===== src/hw/rtl/tbms_pkg.sv =====
// Shared types, codes and helpers of the token bus master sequencer.
package tbms_pkg;

    localparam int TIMER_BITS = 24;
    localparam int TICK_BITS  = 24;
    localparam int ADDR_BITS  = 8;
    localparam logic [32:0] TIMER_MAX_W = (33'd1 << TIMER_BITS) - 33'd1;

    localparam int S_TDATA_BITS = 16;
    localparam int S_TUSER_BITS = 3;
    localparam int M_TDATA_BITS = 24;
    localparam int CFG_IDX_BITS = 2;

    typedef enum logic [2:0] {
        ACT_TICK      = 3'd0,
        ACT_START     = 3'd1,
        ACT_START_ECHO = 3'd2,
        ACT_GRANT     = 3'd3,
        ACT_CLIENT    = 3'd4,
        ACT_TOKEN_RET = 3'd5,
        ACT_ADDR_REQ  = 3'd6,
        ACT_RSVD      = 3'd7
    } action_t;

    typedef enum logic [1:0] {
        CMD_NONE  = 2'd0,
        CMD_TOKEN = 2'd1,
        CMD_QUERY = 2'd2,
        CMD_START = 2'd3
    } command_t;

    typedef enum logic [2:0] {
        REQ_NONE      = 3'd0,
        REQ_CLIENT    = 3'd1,
        REQ_TOKEN     = 3'd2,
        REQ_START     = 3'd3,
        REQ_DISCOVERY = 3'd4
    } tx_req_t;

    typedef enum logic [2:0] {
        RPT_OK         = 3'd0,
        RPT_TIMEOUT    = 3'd1,
        RPT_NO_PACKET  = 3'd2,
        RPT_CLIENT_GO  = 3'd3,
        RPT_TOKEN_TMO  = 3'd4,
        RPT_QUERY_DONE = 3'd5
    } report_t;

    typedef enum logic [CFG_IDX_BITS-1:0] {
        REG_OWN_ADDR   = 2'd0,
        REG_START_TMO  = 2'd1,
        REG_GRANT_TMO  = 2'd2,
        REG_CLIENT_TMO = 2'd3
    } reg_idx_t;

    typedef enum logic [5:0] {
        ST_IDLE        = 6'b000001,
        ST_START       = 6'b000010,
        ST_SENDING     = 6'b000100,
        ST_WAIT_CLIENT = 6'b001000,
        ST_QUERY       = 6'b010000,
        ST_WAIT_REPLY  = 6'b100000
    } state_t;

    typedef struct packed {
        logic [ADDR_BITS-1:0] own_address;
        logic [TICK_BITS-1:0] start_ticks;
        logic [TICK_BITS-1:0] grant_ticks;
        logic [TICK_BITS-1:0] client_ticks;
    } cfg_t;

    typedef struct packed {
        action_t              action;
        command_t             command;
        logic [ADDR_BITS-1:0] target_address;
        logic                 tx_queue_empty;
        logic                 rx_busy;
    } item_t;

    typedef struct packed {
        state_t                fsm;
        logic [TIMER_BITS-1:0] countdown;
        logic                  armed;
        logic                  pending;
    } seq_state_t;

    typedef struct packed {
        tx_req_t              tx_request;
        logic [ADDR_BITS-1:0] tx_address;
        logic                 report_valid;
        report_t              report_code;
        logic                 forward_request;
        logic                 handled;
        logic [2:0]           current_state;
    } result_t;

    function automatic logic [TIMER_BITS-1:0] load_ticks(input logic [TICK_BITS-1:0] ticks);
        logic [32:0] wide;
        logic [TIMER_BITS-1:0] v;
        begin
            wide = 33'(ticks);
            if (wide == 33'd0) begin
                v = TIMER_BITS'(1);
            end else if (wide > TIMER_MAX_W) begin
                v = TIMER_BITS'(TIMER_MAX_W);
            end else begin
                v = TIMER_BITS'(wide);
            end
            return v;
        end
    endfunction

    function automatic logic [2:0] state_code(input state_t s);
        logic [2:0] c;
        begin
            unique case (s)
                ST_IDLE:        c = 3'd0;
                ST_START:       c = 3'd1;
                ST_SENDING:     c = 3'd2;
                ST_WAIT_CLIENT: c = 3'd3;
                ST_QUERY:       c = 3'd4;
                ST_WAIT_REPLY:  c = 3'd5;
                default:        c = 3'd0;
            endcase
            return c;
        end
    endfunction

endpackage


===== src/hw/rtl/tbms_cfg_regs.sv =====
// Configuration register bank of the token bus master sequencer.
module tbms_cfg_regs (
    input  logic                              aclk,
    input  logic                              aresetn,
    input  logic                              cfg_valid,
    output logic                              cfg_ready,
    input  logic [tbms_pkg::CFG_IDX_BITS-1:0] cfg_index,
    input  logic [tbms_pkg::TICK_BITS-1:0]    cfg_data,
    output tbms_pkg::cfg_t                    cfg
);

    tbms_pkg::cfg_t cfg_reg;

    assign cfg_ready = 1'b1;
    assign cfg        = cfg_reg;

    always_ff @(posedge aclk) begin
        if (!aresetn) begin
            cfg_reg.own_address  <= '0;
            cfg_reg.start_ticks  <= tbms_pkg::TICK_BITS'(100);
            cfg_reg.grant_ticks  <= tbms_pkg::TICK_BITS'(10);
            cfg_reg.client_ticks <= tbms_pkg::TICK_BITS'(100);
        end else if (cfg_valid) begin
            unique case (tbms_pkg::reg_idx_t'(cfg_index))
                tbms_pkg::REG_OWN_ADDR:
                    cfg_reg.own_address <= cfg_data[tbms_pkg::ADDR_BITS-1:0];
                tbms_pkg::REG_START_TMO:  cfg_reg.start_ticks  <= cfg_data;
                tbms_pkg::REG_GRANT_TMO:  cfg_reg.grant_ticks  <= cfg_data;
                tbms_pkg::REG_CLIENT_TMO: cfg_reg.client_ticks <= cfg_data;
                default: ;
            endcase
        end
    end

endmodule


===== src/hw/rtl/tbms_step.sv =====
// Next-state and result logic for one word of the sequencer.
module tbms_step (
    input  tbms_pkg::cfg_t       cfg,
    input  tbms_pkg::item_t      item,
    input  tbms_pkg::seq_state_t cur,
    output tbms_pkg::seq_state_t nxt,
    output tbms_pkg::result_t    res
);

    logic [tbms_pkg::TIMER_BITS-1:0] client_load;
    logic [tbms_pkg::TIMER_BITS-1:0] grant_load;
    logic [tbms_pkg::TIMER_BITS-1:0] start_load;
    logic                            finish_en;
    tbms_pkg::report_t               finish_code;

    assign client_load = tbms_pkg::load_ticks(cfg.client_ticks);
    assign grant_load  = tbms_pkg::load_ticks(cfg.grant_ticks);
    assign start_load  = tbms_pkg::load_ticks(cfg.start_ticks);

    always_comb begin
        nxt                 = cur;
        res.tx_request      = tbms_pkg::REQ_NONE;
        res.tx_address      = '0;
        res.report_valid    = 1'b0;
        res.report_code     = tbms_pkg::RPT_OK;
        res.forward_request = 1'b0;
        res.handled         = 1'b0;
        finish_en           = 1'b0;
        finish_code         = tbms_pkg::RPT_OK;

        unique case (item.action)
            tbms_pkg::ACT_TICK: begin
                if (cur.armed) begin
                    if (cur.countdown <= tbms_pkg::TIMER_BITS'(1)) begin
                        nxt.countdown = '0;
                        nxt.armed     = 1'b0;
                        res.handled   = 1'b1;
                        unique case (cur.fsm) inside
                            tbms_pkg::ST_START: begin
                                finish_en   = 1'b1;
                                finish_code = tbms_pkg::RPT_TIMEOUT;
                            end
                            tbms_pkg::ST_SENDING: begin
                                nxt.fsm = tbms_pkg::ST_IDLE;
                            end
                            tbms_pkg::ST_WAIT_CLIENT: begin
                                if (item.rx_busy) begin
                                    nxt.countdown = client_load;
                                    nxt.armed     = 1'b1;
                                end else begin
                                    finish_en   = 1'b1;
                                    finish_code = tbms_pkg::RPT_TOKEN_TMO;
                                end
                            end
                            tbms_pkg::ST_QUERY, tbms_pkg::ST_WAIT_REPLY: begin
                                if (item.rx_busy) begin
                                    nxt.countdown = client_load;
                                    nxt.armed     = 1'b1;
                                end else begin
                                    finish_en   = 1'b1;
                                    finish_code = tbms_pkg::RPT_QUERY_DONE;
                                end
                            end
                            default: begin
                                res.handled = 1'b0;
                                nxt.fsm     = tbms_pkg::ST_IDLE;
                            end
                        endcase
                    end else begin
                        nxt.countdown = cur.countdown - tbms_pkg::TIMER_BITS'(1);
                    end
                end
            end
            tbms_pkg::ACT_START: begin
                if (cur.fsm == tbms_pkg::ST_IDLE) begin
                    nxt.pending = (item.command != tbms_pkg::CMD_NONE);
                    res.handled = 1'b1;
                    unique case (item.command)
                        tbms_pkg::CMD_TOKEN: begin
                            if (item.target_address == cfg.own_address) begin
                                if (item.tx_queue_empty) begin
                                    finish_en   = 1'b1;
                                    finish_code = tbms_pkg::RPT_NO_PACKET;
                                end else begin
                                    res.tx_request = tbms_pkg::REQ_CLIENT;
                                    nxt.fsm        = tbms_pkg::ST_WAIT_CLIENT;
                                    nxt.countdown  = client_load;
                                    nxt.armed      = 1'b1;
                                end
                            end else begin
                                res.tx_request = tbms_pkg::REQ_TOKEN;
                                res.tx_address = item.target_address;
                                nxt.fsm        = tbms_pkg::ST_SENDING;
                                nxt.countdown  = grant_load;
                                nxt.armed      = 1'b1;
                            end
                        end
                        tbms_pkg::CMD_QUERY: begin
                            res.tx_request = tbms_pkg::REQ_DISCOVERY;
                            nxt.fsm        = tbms_pkg::ST_QUERY;
                            nxt.countdown  = client_load;
                            nxt.armed      = 1'b1;
                        end
                        tbms_pkg::CMD_START: begin
                            res.tx_request = tbms_pkg::REQ_START;
                            nxt.fsm        = tbms_pkg::ST_START;
                            nxt.countdown  = start_load;
                            nxt.armed      = 1'b1;
                        end
                        default: ;
                    endcase
                end
            end
            tbms_pkg::ACT_START_ECHO: begin
                if (cur.fsm == tbms_pkg::ST_START) begin
                    res.handled = 1'b1;
                    finish_en   = 1'b1;
                    finish_code = tbms_pkg::RPT_OK;
                end
            end
            tbms_pkg::ACT_GRANT: begin
                if (cur.fsm == tbms_pkg::ST_SENDING) begin
                    res.handled   = 1'b1;
                    nxt.fsm       = tbms_pkg::ST_WAIT_CLIENT;
                    nxt.countdown = client_load;
                    nxt.armed     = 1'b1;
                end
            end
            tbms_pkg::ACT_CLIENT: begin
                if (cur.fsm == tbms_pkg::ST_WAIT_CLIENT) begin
                    res.handled = 1'b1;
                    finish_en   = 1'b1;
                    finish_code = tbms_pkg::RPT_CLIENT_GO;
                end
            end
            tbms_pkg::ACT_TOKEN_RET: begin
                if (cur.fsm == tbms_pkg::ST_WAIT_CLIENT) begin
                    res.handled = 1'b1;
                    finish_en   = 1'b1;
                    finish_code = tbms_pkg::RPT_NO_PACKET;
                end
            end
            tbms_pkg::ACT_ADDR_REQ: begin
                if (cur.fsm == tbms_pkg::ST_QUERY) begin
                    res.handled         = 1'b1;
                    res.forward_request = 1'b1;
                    nxt.fsm             = tbms_pkg::ST_WAIT_REPLY;
                    nxt.countdown       = client_load;
                    nxt.armed           = 1'b1;
                end
            end
            default: ;
        endcase

        // end the action: report only if one is pending
        if (finish_en) begin
            res.report_valid = nxt.pending;
            res.report_code  = nxt.pending ? finish_code : tbms_pkg::RPT_OK;
            nxt.pending      = 1'b0;
            nxt.fsm          = tbms_pkg::ST_IDLE;
        end

        // drop the timer on any return to idle
        if (nxt.fsm == tbms_pkg::ST_IDLE && cur.fsm != tbms_pkg::ST_IDLE) begin
            nxt.countdown = '0;
            nxt.armed     = 1'b0;
        end

        res.current_state = tbms_pkg::state_code(nxt.fsm);
    end

endmodule


===== src/hw/rtl/token_bus_master_sequencer_core.sv =====
// Top level of the token bus master sequencer: word registers, state and result stage.
//
//  channel | ports                        | word contents (lsb first)
//  --------+------------------------------+------------------------------------------------
//  in      | s_tvalid s_tready s_tdata    | tuser: action[2:0]
//          | s_tuser                      | tdata: command, target_address, tx_queue_empty,
//          |                              |        rx_busy, zero pad
//  out     | m_tvalid m_tready m_tdata    | tx_request, tx_address, report_valid,
//          |                              | report_code, forward_request, handled,
//          |                              | current_state, zero pad
//  config  | cfg_valid cfg_ready          | cfg_index selects the register, cfg_data value
//          | cfg_index cfg_data           |
//
// One word per cycle while the result register can drain; each word passes the input register,
// then the state update into the result register.
// aresetn clears state, pending flag, timer and both valid flags; config returns to defaults.
// A stalled result holds in place; the input register keeps taking words while the
// result register can drain.
module token_bus_master_sequencer_core (
    input  logic                              aclk,
    input  logic                              aresetn,
    input  logic                              s_tvalid,
    output logic                              s_tready,
    // [1:0] command, [9:2] target_address, [10] tx_queue_empty, [11] rx_busy
    input  logic [tbms_pkg::S_TDATA_BITS-1:0] s_tdata,
    // [2:0] action
    input  logic [tbms_pkg::S_TUSER_BITS-1:0] s_tuser,
    output logic                              m_tvalid,
    input  logic                              m_tready,
    // [2:0] tx_request, [10:3] tx_address, [11] report_valid, [14:12] report_code,
    // [15] forward_request, [16] handled, [19:17] current_state
    output logic [tbms_pkg::M_TDATA_BITS-1:0] m_tdata,
    input  logic                              cfg_valid,
    output logic                              cfg_ready,
    input  logic [tbms_pkg::CFG_IDX_BITS-1:0] cfg_index,
    input  logic [tbms_pkg::TICK_BITS-1:0]    cfg_data
);

    tbms_pkg::cfg_t       cfg;
    tbms_pkg::item_t      item_reg;
    logic                 in_valid_reg;
    tbms_pkg::seq_state_t state_reg;
    tbms_pkg::seq_state_t state_next;
    tbms_pkg::result_t    res_next;
    tbms_pkg::result_t    res_reg;
    logic                 m_tvalid_reg;
    logic                 advance;

    tbms_cfg_regs u_cfg (
        .aclk      (aclk),
        .aresetn   (aresetn),
        .cfg_valid (cfg_valid),
        .cfg_ready (cfg_ready),
        .cfg_index (cfg_index),
        .cfg_data  (cfg_data),
        .cfg       (cfg)
    );

    tbms_step u_step (
        .cfg  (cfg),
        .item (item_reg),
        .cur  (state_reg),
        .nxt  (state_next),
        .res  (res_next)
    );

    assign advance  = in_valid_reg && (!m_tvalid_reg || m_tready);
    assign s_tready = !in_valid_reg || advance;
    assign m_tvalid = m_tvalid_reg;
    assign m_tdata  = tbms_pkg::M_TDATA_BITS'({
                          res_reg.current_state, res_reg.handled, res_reg.forward_request,
                          res_reg.report_code, res_reg.report_valid, res_reg.tx_address,
                          res_reg.tx_request});

    always_ff @(posedge aclk) begin
        if (!aresetn) begin
            in_valid_reg <= 1'b0;
        end else if (s_tvalid && s_tready) begin
            in_valid_reg <= 1'b1;
        end else if (advance) begin
            in_valid_reg <= 1'b0;
        end
    end

    always_ff @(posedge aclk) begin
        if (s_tvalid && s_tready) begin
            item_reg.action         <= tbms_pkg::action_t'(s_tuser);
            item_reg.command        <= tbms_pkg::command_t'(s_tdata[1:0]);
            item_reg.target_address <= s_tdata[9:2];
            item_reg.tx_queue_empty <= s_tdata[10];
            item_reg.rx_busy        <= s_tdata[11];
        end
    end

    always_ff @(posedge aclk) begin
        if (!aresetn) begin
            state_reg.fsm       <= tbms_pkg::ST_IDLE;
            state_reg.countdown <= '0;
            state_reg.armed     <= 1'b0;
            state_reg.pending   <= 1'b0;
            m_tvalid_reg        <= 1'b0;
        end else if (advance) begin
            state_reg    <= state_next;
            m_tvalid_reg <= 1'b1;
        end else if (m_tready) begin
            m_tvalid_reg <= 1'b0;
        end
    end

    always_ff @(posedge aclk) begin
        if (advance) begin
            res_reg <= res_next;
        end
    end

endmodule


===== config.mk =====
export PLATFORM = sky130hd
export DESIGN_NAME = token_bus_master_sequencer_core
export DESIGN_NICKNAME = d
export VERILOG_FILES = /design/src/hw/rtl/tbms_pkg.sv /design/src/hw/rtl/tbms_cfg_regs.sv /design/src/hw/rtl/tbms_step.sv /design/src/hw/rtl/token_bus_master_sequencer_core.sv
export SDC_FILE = /design/constraint.sdc
export NUM_CORES = 1
export LEC_CHECK = 0
export CAP_MARGIN = 30
export CORE_MARGIN = 5
export CORE_UTILIZATION = 57
export DETAILED_ROUTE_END_ITERATION = 8
export DONT_BUFFER_PORTS = 1
export GPL_ROUTABILITY_DRIVEN = 1
export PLACE_DENSITY = 0.75
export SYNTH_ARGS = -nofsm -noshare
export SYNTH_HDL_FRONTEND = slang
export SYNTH_SLANG_ARGS = --single-unit

===== constraint.sdc =====
create_clock -name aclk -period 2.6 [get_ports aclk]
set_input_delay 0.52 -clock aclk [delete_from_list [all_inputs] [get_ports aclk]]
set_output_delay 0.52 -clock aclk [all_outputs]
set_load 0.02 [all_outputs]

# Yosys cells after proc, flatten, opt, wreduce, memory -nomap -nowiden
# Cells that the tools add are included.
# W data, S select, Z words.
dict set report word_totals {
  reg_bits 149
  in_bits 50
  out_inout_bits 27
  elab_cells 148
}
dict set report op_classes {
  add_sub_neg 1
  order_cmp 1
  n_eq_ne 32
  mux 59
  bitwise_logic 3
  n_reduce_logical 30
}
# op count
set op_table {}
lappend op_table {{$mux W31} 5}
lappend op_table {{$pmux W31 S4} 1}
lappend op_table {{$mux W24} 4}
lappend op_table {{$pmux W31 S3} 1}
lappend op_table {{$mux W25} 3}
lappend op_table {{$logic_not A24 Y1} 3}
lappend op_table {{$mux W32} 1}
lappend op_table {{$le A24 B1 Y1 const B} 1}
lappend op_table {{$mux W3} 8}
lappend op_table {{$sub A24 B1 Y24 const B} 1}
lappend op_table {{$mux W1} 22}
lappend op_table {{$mux W6} 3}
lappend op_table {{$pmux W3 S3} 2}
lappend op_table {{$pmux W3 S5} 1}
lappend op_table {{$eq A6 B1 Y1 const B} 2}
lappend op_table {{$eq A6 B2 Y1 const B} 2}
lappend op_table {{$eq A6 B3 Y1 const B} 2}
lappend op_table {{$eq A6 B4 Y1 const B} 2}
lappend op_table {{$eq A6 B5 Y1 const B} 2}
lappend op_table {{$eq A6 B6 Y1 const B} 2}
lappend op_table {{$pmux W3 S4} 1}
lappend op_table {{$reduce_and A2 Y1} 6}
lappend op_table {{$eq A3 B3 Y1 const B} 3}
lappend op_table {{$ne A3 B1 Y1 const B} 3}
lappend op_table {{27 further kinds} 45}

# Depth between registers and ports, before layout
dict set report depth {
  depth_word 12
  depth_mapped 12
  ltp_nobuf 10
}

# Modules after synthesis
# From an unflattened synthesis, not the netlist that was laid out.
dict set report hier_totals {
  hier_cells 930
  hier_area_um2 8350.5
}
# mod instances cells_each area_per_inst_um2 seq_area_each_um2
set by_module_without_submodules {}
lappend by_module_without_submodules {tbms_cfg_regs 1 297 3021.6 1601.5}
lappend by_module_without_submodules {tbms_step 1 445 2842.7 0.0}
lappend by_module_without_submodules {token_bus_master_sequencer_core 1 188 2486.1 1731.7}

# Worst setup path after synthesis
# No wires, ideal clock.
dict set report synth_path {
  kind {reg-to-reg}
  start {register state_reg[13] in the netlist's numbering}
  end {register res_reg (netlist bit m_tdata[17]), data pin}
  setup_time_ps 158
  arrival_ps 2567
  required_ps 2442
  path_slack_ps -125
  path_stages_with_launch 9
  n_path_buf 0
  period_less_slack_ps 2725
  cell_sequence {dfxtp_1 -> or3_4 -> or4_4 -> nor4b_2 -> nand4_1 -> a31oi_2 -> nand3_1 -> or3_1 -> a211oi_2}
}
# element line
set synth_lines {}
lappend synth_lines {{from (decl)} token_bus_master_sequencer_core.sv:42} ;# tbms_pkg::seq_state_t state_reg;
lappend synth_lines {{from (signal assigned)} token_bus_master_sequencer_core.sv:103} ;# state_reg <= state_next;
lappend synth_lines {{to (signal assigned)} token_bus_master_sequencer_core.sv:112} ;# res_reg <= res_next;
lappend synth_lines {{to (decl)} token_bus_master_sequencer_core.sv:45} ;# tbms_pkg::result_t res_reg;

# Final worst setup path
dict set report layout_path {
  start {register state_reg[13] in the netlist's numbering}
  end {register state_reg[5] in the netlist's numbering}
}
dict set report layout_via {
  elab_chain_cells 9
  elab_cells_between_ends 20
  cone_classes {order compare: 1; eq/ne: 7; mux: 9; reduce/logical: 3}
}
# element line
set layout_lines {}
lappend layout_lines {{$le A24 B1 Y1 *} tbms_step.sv:34} ;# if (cur.countdown <= tbms_pkg::TIMER_BITS'(1)) begin
lappend layout_lines {{$mux W6 or $mux W1 (tied branches)} tbms_step.sv:34}
lappend layout_lines {{$mux W31 or $mux W1 (tied branches)} tbms_step.sv:33} ;# if (cur.armed) begin
lappend layout_lines {{$pmux W31 S4 or $pmux W1 S4 (tied branches)} tbms_step.sv:31} ;# unique case (item.action)
lappend layout_lines {{$mux W6} tbms_step.sv:156} ;# if (finish_en) begin
lappend layout_lines {{$eq A6 B1 Y1} tbms_step.sv:164} ;# if (nxt.fsm == tbms_pkg::ST_IDLE && cur.fsm != tbms_pkg::ST_IDLE) begin
lappend layout_lines {{$logic_and A1 B1 Y1} tbms_step.sv:164}
lappend layout_lines {{$ne A5 B4 Y1 (no line) (tied with other cells)} n/a}
lappend layout_lines {{$reduce_and A8 Y1 (no line)} n/a}
# Every way passes the cells marked *; elsewhere a longest branch is shown, timed or not. The select of a mux whose other input is x is not followed.
# A chain may end at the register's enable or synchronous reset.

==> impl_metrics.py <==
metrics = {
    "run_status": {
        "outcome": "complete, but fails checks",
        "failed_checks": "setup timing",
    },
    "cells_and_area": {
        "drive_gt1_frac": 0.208,
        "n_antenna_cell": 0,
        "multi_input_area_um2": 3810,
        "final_cell_area_um2": 8880,
        "largest_reg_flops": 80,
        "seqCellArea_um2": 3340,
        "final_cells": 1115,
        "area_delta_synth_final_pct": 23.5,
        "nets": 982,
        "num-fill-cells": 983,
    },
    "sta": {
        "fmax_mhz": 368,
        "setup_violations": 22,
        "max_slew_margin": 0.413,
        "final.period_utilization": 1.05,
        "slew_viol_final": 0,
        "finalWorstPathRequiredPeriod_ps": 2720,
        "rsz0062_at_grt": "yes",
        "setup_slack_ps": -121,
        "hold_viol_final": 0,
        "fin_worst_skew_ps": 6.14,
        "worstMarginPinSlew_ps": 881,
        "fin_setup_tns_ps": -1330,
    },
    "synth": {
        "synth_ff_type": "dfxtp_1",
        "avgSynthCellArea_um2": 8.31,
        "netlist_area_um2": 7200,
        "synth_cells": 866,
        "ys_top_cells_by_count": "nand2_1 (179), dfxtp_1 (114), a21oi_1 (94)",
        "yosysSeqAreaShare": 0.463,
        "synth_top_area_share": 0.317,
        "synth.most_common_cell": "nand2_1",
        "async_reset_ff_frac": 0,
        "yosysWarnings": 0,
        "synth_edf_count": 35,
        "yosysTopAreaCell": "dfxtp_1",
        "synthTopCellsByArea": "dfxtp_1 (32%), edfxtp_1 (15%), nand2_1 (9.3%)",
        "synth_seq_cells": 149,
        "synth_cell_types": 66,
    },
    "clock_network": {
        "tritoncts": "done",
        "clockRootBuffer": "clkbuf_16",
        "cts_hold_buf": 0,
        "cts.sinks": 149,
        "cts_max_path_buffers": 2,
        "htree_levels": 4,
        "clk_latency_ps": 440,
        "cts.clk_slew.worst_paths_ps": 60,
        "cts-buffers-inserted": 17,
    },
    "floorplan": {
        "die_h_um": 122,
        "start_util": 0.575,
        "fp-row-count": 41,
        "core_region_area_um2": 12500,
        "ios": 77,
        "die_area_um2": 15000,
        "fp.dieW_um": 122,
    },
    "detailed_routing": {
        "firstDrtPassIters": 6,
        "drt_wl_total_um": 21900,
        "drc": 0,
        "wire_per_inst_um": 19.6,
        "route.antenna.remaining_nets": 0,
        "vias": 6949,
        "vias_per_cell": 6.23,
        "drt-initial-drc-count": 835,
    },
    "setup_path": {
        "worst_path_max_delay_cell": "or4_4",
        "crit_family": "simple AND/OR/NAND/NOR gates",
        "r2r_cells": 11,
        "crit_type": "reg2reg",
        "cp_slowest_stage_delay_ps": 450,
        "cp.depth": 11,
        "crit_required_ps": 2990,
        "crit_chain": "or3_4 > or4_4 > nor4b_4 > buf_4 > nand2_4 > buf_6 > o311ai_4 > buf_6 > nand2_1 > a31oi_2 > o21a_1",
        "crit_top_cell": "buf_6",
        "worst-path-max-fanout": 5,
        "critPathArrivalTime_ps": 3110,
        "path_buf_inv": 3,
        "cp-start-kind": "flip-flop",
        "critPathCaptureType": "flip-flop",
    },
    "pwr": {
        "cellPowerDensity_nw_per_um2": 651,
        "leakage_nw": 3.26,
        "ir_drop_mv": 0.502,
    },
    "grt": {
        "grt_usage": 0.287,
        "grt_remaining_overflow": 0,
        "grt_pass1_vias": 6410,
        "antenna_found_initial": 0,
        "grt_pass1_wl_um": 33200,
        "grt_max_degree": 58,
    },
    "job": {
        "cap_violations": 0,
    },
    "placed_design": {
        "pre_cts_slack_ps": -94.4,
        "routabilityCongestion": 0.960,
        "placedCellCount": 1068,
        "io_buffer_count": 0,
        "place_hpwl_um": 14900,
        "place_area_um2": 7920,
    },
    "min_path": {
        "min_path_cells": 1,
        "min_path_type": "in2reg",
    },
}
-- worst paths after layout --
check | from | slack, ps | to
min reg2reg | u_cfg.cfg[42]$_SDFFE_PN0P_ | 470 | u_cfg.cfg[42]$_SDFFE_PN0P_
min | aresetn | 160 | u_cfg.cfg[5]$_SDFFE_PN1P_
max reg2reg | state_reg[13]$_SDFFE_PN0P_ | -120 | state_reg[5]$_SDFFE_PN0P_
max | state_reg[13]$_SDFFE_PN0P_ | -120 | state_reg[5]$_SDFFE_PN0P_
-- cell families after synthesis --
family | Yosys count | share of synthesized area
simple gates | 394 | 0.256
compound gates | 211 | 0.186
flops | 149 | 0.463
buf+inv | 70 | 0.0416
xor+xnor | 29 | 0.0353
mux | 9 | 0.0125
fa+ha+maj | 2 | 0.00348
other cells | 2 | 0.00104
-- repair_timing --
item,in CTS,in global routing
buffers inserted,1,13
pin swaps,7,27
cloned,0,2
endpoints found under the setup margin,25,29
gates resized for setup,7,50
-- final cells by class --
type	count	area share
Clock buffer	18	0.0483
Clock inverter	14	0.0172
Inverter	10	0.00422
Multi-Input combinational cell	650	0.429
Sequential cell	149	0.375
Tap cell	172	0.0242
Timing Repair Buffer	102	0.102
-- metrics by stage --
stage,utilization,hold slack [ps],total power [mW]
CTS,0.682,147,5.72
floorplan,-,445,3.06
finish,0.710,155,5.78
detailed placement,0.633,461,3.29
global placement,0.633,455,3.27
global route,0.710,149,5.96
-- cells in the final DEF (no fill, tap or decap), drive strengths merged, types with 15 or more instances in the layout --
cell type / n
a211oi: 25
a21oi: 95
a22oi: 19
a31oi: 15
buf: 100
clkbuf: 20
dfxtp: 114
edfxtp: 35
nand2: 180
nand3: 17
nor2: 76
nor3: 22
nor4: 29
o21ai: 16
o22ai: 18
xor2: 20
-- power breakdown --
group | internal, mW | total, mW | switching [mW]
registers | 2.46 | 2.55 | 0.0872
logic | 0.318 | 0.770 | 0.452
clock network | 1.42 | 2.46 | 1.04
-- layer usage --
layer,share of wire,global-route usage,wire [um],up-vias
met2,0.46,0.461,10200,379
met4,0.033,0.117,718,0
li1,-,-,-,3214
met3,0.096,0.0682,2110,72
met5,0,0,0,-
met1,0.41,0.373,8880,3284
Note: power is estimated with default switching activity, not from simulation.
